--- src/sv/cobszr_pkg.sv ---
`default_nettype none

package cobszr_pkg;

	localparam int unsigned MAX_FRAME_LEN = 65535;

	localparam int unsigned CFG_INDEX_W = 2;
	localparam int unsigned CFG_DATA_W  = 16;

	localparam logic [CFG_INDEX_W-1:0] CFG_OUT_CAPACITY   = 2'd0;
	localparam logic [CFG_INDEX_W-1:0] CFG_COUNT_BASE     = 2'd1;
	localparam logic [CFG_INDEX_W-1:0] CFG_BLOCK_MAX_CODE = 2'd2;

	localparam logic [15:0] OUT_CAPACITY_RST   = 16'hFFFF;
	localparam logic [7:0]  COUNT_BASE_RST     = 8'd1;
	localparam logic [7:0]  BLOCK_MAX_CODE_RST = 8'hFF;

	typedef struct packed {
		logic [15:0] out_capacity;
		logic [7:0]  count_base;
		logic [7:0]  block_max_code;
	} cfg_t;

	typedef struct packed {
		logic        literal_mode;
		logic [7:0]  literals_left;
		logic [15:0] bytes_written;
		logic        halted;
		logic        zero_seen;
		logic        overflow_seen;
	} frame_state_t;

	localparam frame_state_t FRAME_STATE_RST = '{
		literal_mode:  1'b1,
		literals_left: 8'd0,
		bytes_written: 16'd0,
		halted:        1'b0,
		zero_seen:     1'b0,
		overflow_seen: 1'b0
	};

	typedef struct packed {
		logic [7:0]  data_value;
		logic [7:0]  run_count;
		logic        frame_end;
		logic        zero_byte_error;
		logic        overflow_error;
		logic [15:0] out_length;
	} result_t;

endpackage

`default_nettype wire

--- src/sv/cobszr_if.sv ---
`default_nettype none

interface cobszr_in_if;
	logic       valid;
	logic       ready;
	logic [7:0] in_byte;
	logic       in_last;

	modport source (output valid, output in_byte, output in_last, input ready);
	modport sink (input valid, input in_byte, input in_last, output ready);
endinterface

interface cobszr_out_if;
	logic        valid;
	logic        ready;
	logic [7:0]  data_value;
	logic [7:0]  run_count;
	logic        frame_end;
	logic        zero_byte_error;
	logic        overflow_error;
	logic [15:0] out_length;

	modport source (
		output valid, output data_value, output run_count, output frame_end,
		output zero_byte_error, output overflow_error, output out_length,
		input ready
	);
	modport sink (
		input valid, input data_value, input run_count, input frame_end,
		input zero_byte_error, input overflow_error, input out_length,
		output ready
	);
endinterface

`default_nettype wire

--- src/sv/cobszr_step.sv ---
`default_nettype none

module cobszr_step #(
	parameter int unsigned MAX_FRAME_LEN = cobszr_pkg::MAX_FRAME_LEN
) (
	input  cobszr_pkg::cfg_t         cfg,
	input  cobszr_pkg::frame_state_t cur,
	input  logic [7:0]               in_byte,
	input  logic                     in_last,
	output cobszr_pkg::frame_state_t nxt,
	output logic                     emit,
	output cobszr_pkg::result_t      res
);
	import cobszr_pkg::*;

	localparam int unsigned FRAME_LIMIT   = (MAX_FRAME_LEN < 65535) ? MAX_FRAME_LEN : 65535;
	localparam logic [15:0] FRAME_LIMIT_W = 16'(FRAME_LIMIT);

	logic [15:0] cap;
	logic [15:0] room;
	logic [7:0]  room_clip;
	logic [7:0]  diff;
	logic [7:0]  count;
	logic        clipped;
	logic [7:0]  dval;
	logic [7:0]  rcount;
	frame_state_t upd;

	assign cap       = (cfg.out_capacity > FRAME_LIMIT_W) ? FRAME_LIMIT_W : cfg.out_capacity;
	assign room      = (cur.bytes_written >= cap) ? 16'd0 : cap - cur.bytes_written;
	assign room_clip = (room > 16'd255) ? 8'hFF : room[7:0];
	assign diff      = in_byte - cfg.count_base;

	always_comb begin
		if (in_byte < cfg.count_base) begin
			count   = room_clip;
			clipped = 1'b1;
		end else if ({8'd0, diff} > room) begin
			count   = room[7:0];
			clipped = 1'b1;
		end else begin
			count   = diff;
			clipped = 1'b0;
		end
	end

	always_comb begin
		upd    = cur;
		dval   = 8'd0;
		rcount = 8'd0;
		emit   = 1'b0;
		if (cur.halted) begin
			// ignored until frame end
		end else if (cur.literals_left != 8'd0) begin
			if (in_byte == 8'd0) begin
				upd.zero_seen = 1'b1;
			end
			dval              = in_byte;
			rcount            = 8'd1;
			emit              = 1'b1;
			upd.bytes_written = cur.bytes_written + 16'd1;
			upd.literals_left = cur.literals_left - 8'd1;
		end else if (in_byte == 8'd0 && cfg.count_base != 8'd0) begin
			upd.zero_seen = 1'b1;
			upd.halted    = 1'b1;
		end else begin
			if (clipped) begin
				upd.overflow_seen = 1'b1;
			end
			if (cur.literal_mode) begin
				upd.literals_left = count;
			end else if (count != 8'd0) begin
				rcount            = count;
				emit              = 1'b1;
				upd.bytes_written = cur.bytes_written + {8'd0, count};
			end
			if (in_byte != cfg.block_max_code) begin
				upd.literal_mode = ~cur.literal_mode;
			end
		end
	end

	always_comb begin
		res.data_value      = dval;
		res.run_count       = rcount;
		res.frame_end       = in_last;
		res.zero_byte_error = upd.zero_seen;
		res.overflow_error  = upd.overflow_seen;
		res.out_length      = upd.bytes_written;
		nxt                 = in_last ? FRAME_STATE_RST : upd;
	end

endmodule

`default_nettype wire

--- src/sv/cobs_zero_run_decoder.sv ---
`default_nettype none

// COBS-style frame decoder with alternating literal blocks and zero runs. One
// encoded byte is taken per transfer, one every clock cycle as long as results
// are taken: each byte passes through a single combinational step between the
// frame state registers and the output register. A result that waits in the
// output register holds off input until it is taken. A literal byte gives a
// result with run_count 1, a zero-run code of nonzero length gives one result
// with the run length, and the frame's last byte always gives a result carrying
// frame_end, the error flags and the decoded length. Each result is registered
// in the output register. Capacity in force is min(out_capacity, MAX_FRAME_LEN).
// The user makes configuration writes only while no frame is in progress; the
// block itself does not enforce it. Unused register indexes are ignored.
module cobs_zero_run_decoder #(
	parameter int unsigned MAX_FRAME_LEN = cobszr_pkg::MAX_FRAME_LEN
) (
	input  wire logic                                  clk,
	input  wire logic                                  arst_n,
	cobszr_in_if.sink                                  in_chan,
	cobszr_out_if.source                               out_chan,
	input  wire logic                                  cfg_we,
	input  wire logic [cobszr_pkg::CFG_INDEX_W-1:0]    cfg_index,
	input  wire logic [cobszr_pkg::CFG_DATA_W-1:0]     cfg_data
);
	import cobszr_pkg::*;

	cfg_t         cfg_q;
	frame_state_t state_q;
	frame_state_t state_nxt;
	logic         emit;
	result_t      res;
	result_t      res_q;
	logic         out_valid_q;
	logic         in_xfer;

	assign in_chan.ready = ~out_valid_q | out_chan.ready;
	assign in_xfer       = in_chan.valid & in_chan.ready;

	cobszr_step #(
		.MAX_FRAME_LEN (MAX_FRAME_LEN)
	) u_step (
		.cfg     (cfg_q),
		.cur     (state_q),
		.in_byte (in_chan.in_byte),
		.in_last (in_chan.in_last),
		.nxt     (state_nxt),
		.emit    (emit),
		.res     (res)
	);

	always_ff @(posedge clk or negedge arst_n) begin
		if (!arst_n) begin
			cfg_q.out_capacity   <= OUT_CAPACITY_RST;
			cfg_q.count_base     <= COUNT_BASE_RST;
			cfg_q.block_max_code <= BLOCK_MAX_CODE_RST;
		end else if (cfg_we) begin
			case (cfg_index)
				CFG_OUT_CAPACITY:   cfg_q.out_capacity   <= cfg_data;
				CFG_COUNT_BASE:     cfg_q.count_base     <= cfg_data[7:0];
				CFG_BLOCK_MAX_CODE: cfg_q.block_max_code <= cfg_data[7:0];
				default: ;
			endcase
		end
	end

	always_ff @(posedge clk or negedge arst_n) begin
		if (!arst_n) begin
			state_q     <= FRAME_STATE_RST;
			out_valid_q <= 1'b0;
		end else begin
			if (in_xfer) begin
				state_q <= state_nxt;
			end
			if (in_xfer && (emit || in_chan.in_last)) begin
				out_valid_q <= 1'b1;
			end else if (out_chan.ready) begin
				out_valid_q <= 1'b0;
			end
		end
	end

	always_ff @(posedge clk) begin
		if (in_xfer && (emit || in_chan.in_last)) begin
			res_q <= res;
		end
	end

	assign out_chan.valid           = out_valid_q;
	assign out_chan.data_value      = res_q.data_value;
	assign out_chan.run_count       = res_q.run_count;
	assign out_chan.frame_end       = res_q.frame_end;
	assign out_chan.zero_byte_error = res_q.zero_byte_error;
	assign out_chan.overflow_error  = res_q.overflow_error;
	assign out_chan.out_length      = res_q.out_length;

endmodule

`default_nettype wire
--- src/flat_wrapper.sv ---
// flat-port wrapper written by rule: the top's interface ports become plain ports
module cobs_zero_run_decoder_flat import cobszr_pkg::*;
#(
	parameter int unsigned MAX_FRAME_LEN = cobszr_pkg::MAX_FRAME_LEN
)
  (clk, arst_n, cfg_we, cfg_index, cfg_data, in_chan_valid, in_chan_in_byte, in_chan_in_last, in_chan_ready, out_chan_valid, out_chan_data_value, out_chan_run_count, out_chan_frame_end, out_chan_zero_byte_error, out_chan_overflow_error, out_chan_out_length, out_chan_ready);
  cobszr_in_if in_chan_i ();
  cobszr_out_if out_chan_i ();
  input  wire logic clk;
  input  wire logic arst_n;
  input  wire logic cfg_we;
  input  wire logic [cobszr_pkg::CFG_INDEX_W-1:0] cfg_index;
  input  wire logic [cobszr_pkg::CFG_DATA_W-1:0] cfg_data;
  input wire logic [$bits(in_chan_i.valid)-1:0] in_chan_valid;
  input wire logic [$bits(in_chan_i.in_byte)-1:0] in_chan_in_byte;
  input wire logic [$bits(in_chan_i.in_last)-1:0] in_chan_in_last;
  output wire logic [$bits(in_chan_i.ready)-1:0] in_chan_ready;
  output wire logic [$bits(out_chan_i.valid)-1:0] out_chan_valid;
  output wire logic [$bits(out_chan_i.data_value)-1:0] out_chan_data_value;
  output wire logic [$bits(out_chan_i.run_count)-1:0] out_chan_run_count;
  output wire logic [$bits(out_chan_i.frame_end)-1:0] out_chan_frame_end;
  output wire logic [$bits(out_chan_i.zero_byte_error)-1:0] out_chan_zero_byte_error;
  output wire logic [$bits(out_chan_i.overflow_error)-1:0] out_chan_overflow_error;
  output wire logic [$bits(out_chan_i.out_length)-1:0] out_chan_out_length;
  input wire logic [$bits(out_chan_i.ready)-1:0] out_chan_ready;
  assign in_chan_i.valid = in_chan_valid;
  assign in_chan_i.in_byte = in_chan_in_byte;
  assign in_chan_i.in_last = in_chan_in_last;
  assign in_chan_ready = in_chan_i.ready;
  assign out_chan_valid = out_chan_i.valid;
  assign out_chan_data_value = out_chan_i.data_value;
  assign out_chan_run_count = out_chan_i.run_count;
  assign out_chan_frame_end = out_chan_i.frame_end;
  assign out_chan_zero_byte_error = out_chan_i.zero_byte_error;
  assign out_chan_overflow_error = out_chan_i.overflow_error;
  assign out_chan_out_length = out_chan_i.out_length;
  assign out_chan_i.ready = out_chan_ready;
  cobs_zero_run_decoder #(.MAX_FRAME_LEN(MAX_FRAME_LEN)) u_core (.clk(clk), .arst_n(arst_n), .in_chan(in_chan_i), .out_chan(out_chan_i), .cfg_we(cfg_we), .cfg_index(cfg_index), .cfg_data(cfg_data));
endmodule
--- config.mk ---
export PLATFORM = sky130hd
export DESIGN_NAME = cobs_zero_run_decoder_flat
export DESIGN_NICKNAME = d
export VERILOG_FILES = /design/src/sv/cobszr_pkg.sv /design/src/sv/cobszr_if.sv /design/src/sv/cobszr_step.sv /design/src/sv/cobs_zero_run_decoder.sv /design/src/flat_wrapper.sv
export SDC_FILE = /design/constraint.sdc
export NUM_CORES = 1
export LEC_CHECK = 0
export BUFFER_PORTS_ARGS = -buffer_cell sky130_fd_sc_hd__buf_2
export CAP_MARGIN = 20
export CORE_MARGIN = 2
export CORE_UTILIZATION = 45
export DETAILED_ROUTE_END_ITERATION = 16
export PLACE_DENSITY = 0.7
export SLEW_MARGIN = 15
export SYNTH_ARGS = -nofsm -noshare
export SYNTH_HDL_FRONTEND = slang
export SYNTH_HIERARCHICAL = 1
export SYNTH_SLANG_ARGS = --single-unit
--- constraint.sdc ---
create_clock -name clk -period 6.8 [get_ports clk]
set_input_delay 1.02 -clock clk [delete_from_list [all_inputs] [get_ports clk]]
set_output_delay 1.02 -clock clk [all_outputs]
set_load 0.01 [all_outputs]
After elaboration in Yosys (flattened, before gate mapping)
Cells that the tools add are included.
{"block": "classes", "magnitude_cmp": 5, "bitwise_logic": 6, "n_mux": 34, "add_sub_neg": 5, "n_reduce_logical": 18, "eq_ne": 7}
{"operator": "$mux 16", "count": 4}
{"operator": "$mux 28", "count": 2}
{"operator": "$mux 8", "count": 4}
{"operator": "$mux 25", "count": 1}
{"operator": "$mux 24", "count": 1}
{"operator": "$reduce_bool 8->1", "count": 3}
{"operator": "$mux 1", "count": 21}
{"operator": "$add 16x1->16 const B", "count": 1}
{"operator": "$add 16x8->16", "count": 1}
{"operator": "$ge 16x16->1", "count": 1}
{"operator": "$gt 16x16->1 const B", "count": 1}
{"operator": "$gt 16x8->1 const B", "count": 1}
{"operator": "$gt 8x16->1", "count": 1}
{"operator": "$sub 16x16->16", "count": 1}
{"operator": "$logic_not 8->1", "count": 1}
{"operator": "$lt 8x8->1", "count": 1}
{"operator": "$ne 8x8->1", "count": 1}
{"operator": "$sub 8x1->8 const B", "count": 1}
{"operator": "$sub 8x8->8", "count": 1}
{"operator": "$ne 2x2->1 const B", "count": 3}
{"operator": "$reduce_and 2->1", "count": 3}
{"operator": "$reduce_and 5->1", "count": 1}
{"operator": "$reduce_or 5->1", "count": 1}
{"operator": "$not 1->1", "count": 4}
{"operator": "13 further kinds", "count": 15}
{"block": "totals", "regBits": 96, "wordCells": 92, "input_bits": 32, "output_inout_bits": 37}

Longest topological paths before layout
{"block": "logic_depth", "depth_word": 16, "mapped_depth": 37, "mapped_depth_nobuf": 34}

Hierarchy
Netlist, hierarchy kept.
{"module": "cobszr_step", "area_per_inst_um2": 3976.3, "n_inst": 1, "seq_area_each_um2": 0.0, "cells_per_inst": 594}
{"module": "cobs_zero_run_decoder", "area_per_inst_um2": 3383.2, "n_inst": 1, "seq_area_each_um2": 2610.0, "cells_per_inst": 169}

Worst setup path after synthesis
OpenSTA, ideal clock, no wires.
{"block": "synth_path", "kind": "register to register", "start": "register u_core/cfg_q[16] (netlist bit)", "end": "register u_core/state_q[13] (netlist bit)", "required_time_ns": 6.675, "period_less_slack_ns": 7.102, "arrival_time_ns": 6.978, "setup_slack_ns": -0.302, "setup_ns": 0.125, "n_path_buf": 3, "stages_incl_launch_ff": 38, "path_cell_list": "dfstp_2 > inv_1 > ha_1 > inv_1 > fa_1 > a211oi_1 > o211ai_1 > nand3_1 > a21oi_1 > clkbuf_1 > clkbuf_1 > nand2_1 > ha_1 > nor2b_1 > o21a_1 > o21a_1 > o21ai_0 > a221oi_1 > [2 not listed] > o221a_2 > a31oi_2 > inv_2 > ha_1 > inv_1 > fa_1 > nor2b_1 > o21ai_0 > a21boi_0 > o21a_1 > o21a_1 > o21ai_0 > a211oi_1 > nand3_1 > a31oi_1 > a311oi_2 > mux2_1 > mux2_2"}
{"item": "start, declared", "line_no": "cobs_zero_run_decoder.sv:27", "text": "cfg_t cfg_q;"}
{"item": "end signal, assigned", "line_no": "cobs_zero_run_decoder.sv:72", "text": "state_q <= state_nxt;"}
{"item": "end, declared", "line_no": "cobs_zero_run_decoder.sv:28", "text": "frame_state_t state_q;"}

==> out/metrics.yaml <==
outcome: "finished clean"
clock-sinks: 96
synth_cell_types: 85
ant_nets: 0
p_int_uw: 1941
cts-root-buf: "clkbuf_16"
rows: 46
synth-async-reset-ratio_pct: 63.54
switching_power_uw: 1478
stdcell_count: 1102
die_y_um: 131.9
h-tree-depth: 3
cts_buffer_depth: 2
period_share_pct: 95.61
yosys_register_bits: 96
die_width_um: 131.9
routabilityCongestion: 0.9667
crit_required_ps: 7040
io_buffer_count: 68
cap_violations: 0
whs_path_depth: 2
fin_area_um2: 8750
switching_share_pct: 43.23
place_area_um2: 8292
slew_viol_final: 0
n_antenna_cell: 0
initial_utilization_pct: 46.16
core_um2: 15940
synth-seq-area-share_pct: 35.46
syn_nets: 843
place_inst: 1080
final_nets: 961
timing.hold.ws_ps: 509.9
antenna_found_initial: 0
synth_area_um2: 7360
ctsHoldBuffers: 0
syn_avg_cell_area_um2: 9.646
cts_tree: "yes"
critPathMostFrequentCell: "o21ai_1"
drtIter0Drc: 463
slew_headroom_pct: 36.66
cts_inserted_buffers: 9
ff2ff_path_depth: 33
report.power.total_uw: 3419
vias: 6265
grt_overflow: 0
post_drt_wl_per_cell_um: 17.29
syn2layout_area_growth_pct: 18.89
hold_class: "flip-flop to flip-flop"
cp-start-kind: "input pin"
cp_slowest_stage_delay_ps: 350
skew_ps: 8.096
io_pins: 69
drc: 0
power_frac_comb_pct: 59.8
clk_pin_slew_ps: 70
drt-total-wl_mm: 19.06
tightestPinTransition_ps: 947.6
period_needed_ps: 6502
vias_per_cell: 5.685
clock_latency_ps: 360
setup_violations: 0
timing.fmax_mhz: 153.8
setup_tns_ps: 0
grt_pass1_wl_mm: 30.46
power_density_nw_per_um2: 390.8
grt_use_total_pct: 21.75
ir_worst_vdd_v: 0.0001902
die_area_um2: 17390
hold_violations: 0
netlist_instances: 763
grt_pass1_vias: 5919
dp_hpwl_mm: 14.23
crit_path_max_fanout: 4
cp_slowest_cell: "mux2_1"
yosys_warnings: 6
p_leak_uw: 0.003657
setup.worst_path.end_class: "flip-flop"
crit_type: "input pin to flip-flop"
drive_above_1_share_pct: 34.31
crit_arrival_ps: 6740
synthFlopType: "edfxtp_1"
grt_max_degree: 62
p_clk_share_pct: 15.6
synth_edf_count: 35
seqPwrFrac_pct: 24.5
drt-pass1-iter-count: 5
synthesized netlist by cell type (19+ instances only):
| library cell | count | area (um^2) |
|---|---|---|
| inv_1 | 44 | 165.2 |
| a21oi_1 | 59 | 295.3 |
| xnor2_1 | 19 | 166.4 |
| xor2_1 | 19 | 166.4 |
| dfrtp_1 | 35 | 875.8 |
| ha_1 | 45 | 563.0 |
| nand2_1 | 42 | 157.7 |
| dfstp_2 | 26 | 683.2 |
| o21ai_0 | 30 | 150.1 |
| nor3_1 | 20 | 100.1 |
| edfxtp_1 | 35 | 1051 |
| mux2_2 | 63 | 709.4 |
| nor2_1 | 68 | 255.2 |
power by group through the flow:
stage | combinational, uW | clock (uW) | sequential [uW]
3_3_place_gp | 1900 | 0 | 845
4_1_cts | 1930 | 544 | 838
5_1_grt | 2240 | 566 | 855
6_report | 2050 | 535 | 838
3_5_place_dp | 1920 | 0 | 849
2_1_floorplan | 1280 | 0 | 857
path summary, 6_finish.rpt:
path                                  startpoint                     to  slack (ps)
max                           in_chan_in_byte[1]     u_core/state_q[17]         300
min                        u_core/out_chan.valid  u_core/out_chan.valid         510
max reg2reg                   u_core/state_q[13]     u_core/state_q[17]         340
min reg2reg                u_core/out_chan.valid  u_core/out_chan.valid         510
max in group asynchronous                 arst_n       u_core/cfg_q[15]        5400
min in group asynchronous                 arst_n     u_core/state_q[22]         850
through the flow:
| stage | util, % | setup slack, ps |
|---|---|---|
| finish | 54.88 | 298.4 |
| floorplan | - | 19.38 |
| global placement | 52.01 | -117.2 |
| global route | 54.88 | -54.25 |
| CTS | 53.94 | 25.77 |
| detailed placement | 52.01 | -331.3 |
critical path, delay by kind of cell:
family	cells	cell delay, ps
compound gates	18	3160
fa+ha+maj	4	910
simple gates	5	790
mux	2	610
buf+inv	3	220
metal layers:
| metal | wire [um] | GRT usage (%) |
|---|---|---|
| met5 | 0 | 0 |
| met4 | 341 | 6.703 |
| met3 | 953 | 4.383 |
| met2 | 8878 | 35.10 |
| met1 | 8885 | 29.48 |
area by class of cell:
class | count | area [um^2]
clock inverter | 7 | 82.58
fill | 1476 | 7193
timing repair buffer | 136 | 850.8
inverter | 47 | 181.4
multi-input combinational | 591 | 4529
clock buffer | 9 | 225.2
tap | 216 | 270.3
sequential | 96 | 2610
layout by cell type (no fill, tap or decap), drive strengths merged, types with 4 or more instances in the layout:
| master | synthesis | layout |
|---|---|---|
| a2111oi | 7 | 7 |
| a211oi | 13 | 13 |
| a21boi | 6 | 6 |
| a21o | 9 | 9 |
| a21oi | 59 | 59 |
| a221oi | 4 | 4 |
| a311oi | 6 | 6 |
| a31oi | 10 | 10 |
| and2 | 11 | 11 |
| and3 | 14 | 14 |
| buf | 11 | 136 |
| clkbuf | 18 | 9 |
| clkinv | 2 | 4 |
| dfrtp | 35 | 35 |
| dfstp | 26 | 26 |
| edfxtp | 35 | 35 |
| ha | 45 | 45 |
| inv | 45 | 49 |
| mux2 | 69 | 69 |
| nand2 | 42 | 42 |
| nand2b | 8 | 8 |
| nand3 | 17 | 17 |
| nand4 | 6 | 6 |
| nor2 | 69 | 69 |
| nor2b | 11 | 11 |
| nor3 | 23 | 23 |
| nor4 | 7 | 7 |
| o211ai | 5 | 5 |
| o21a | 10 | 10 |
| o21ai | 33 | 33 |
| or2 | 5 | 5 |
| or3 | 11 | 11 |
| or4 | 5 | 5 |
| xnor2 | 19 | 19 |
| xor2 | 19 | 19 |
cell families (layout without fill, tap and decap cells):
family                     Yosys count  after routing  share of synthesized area, %
and+or+nand+nor                    240            240                         17.12
DFF                                 96             96                         35.46
xor gates and xnor gates            38             38                         4.522
muxes                               72             72                         11.07
adders and majority gates           48             48                         8.467
AOI/OAI and AO/OA                  193            193                         18.65
buffers and inverters               76            199                         4.709
flip-flops by register name, indices dropped and copies added, names as in the netlist:
register	cells
u_core/cfg_q	32
u_core/out_chan.data_value	8
u_core/out_chan.frame_end	1
u_core/out_chan.out_length	16
u_core/out_chan.overflow_error	1
u_core/out_chan.run_count	8
u_core/out_chan.valid	1
u_core/out_chan.zero_byte_error	1
u_core/state_q	28
what timing repair did:
item | in CTS | in global routing
setup buffers | 0 | 6
setup endpoints to repair | 0 | 18
hold endpoints to repair | 0 | 0
gates resized for setup | 0 | 35
Power figures use the tool's default switching activity.
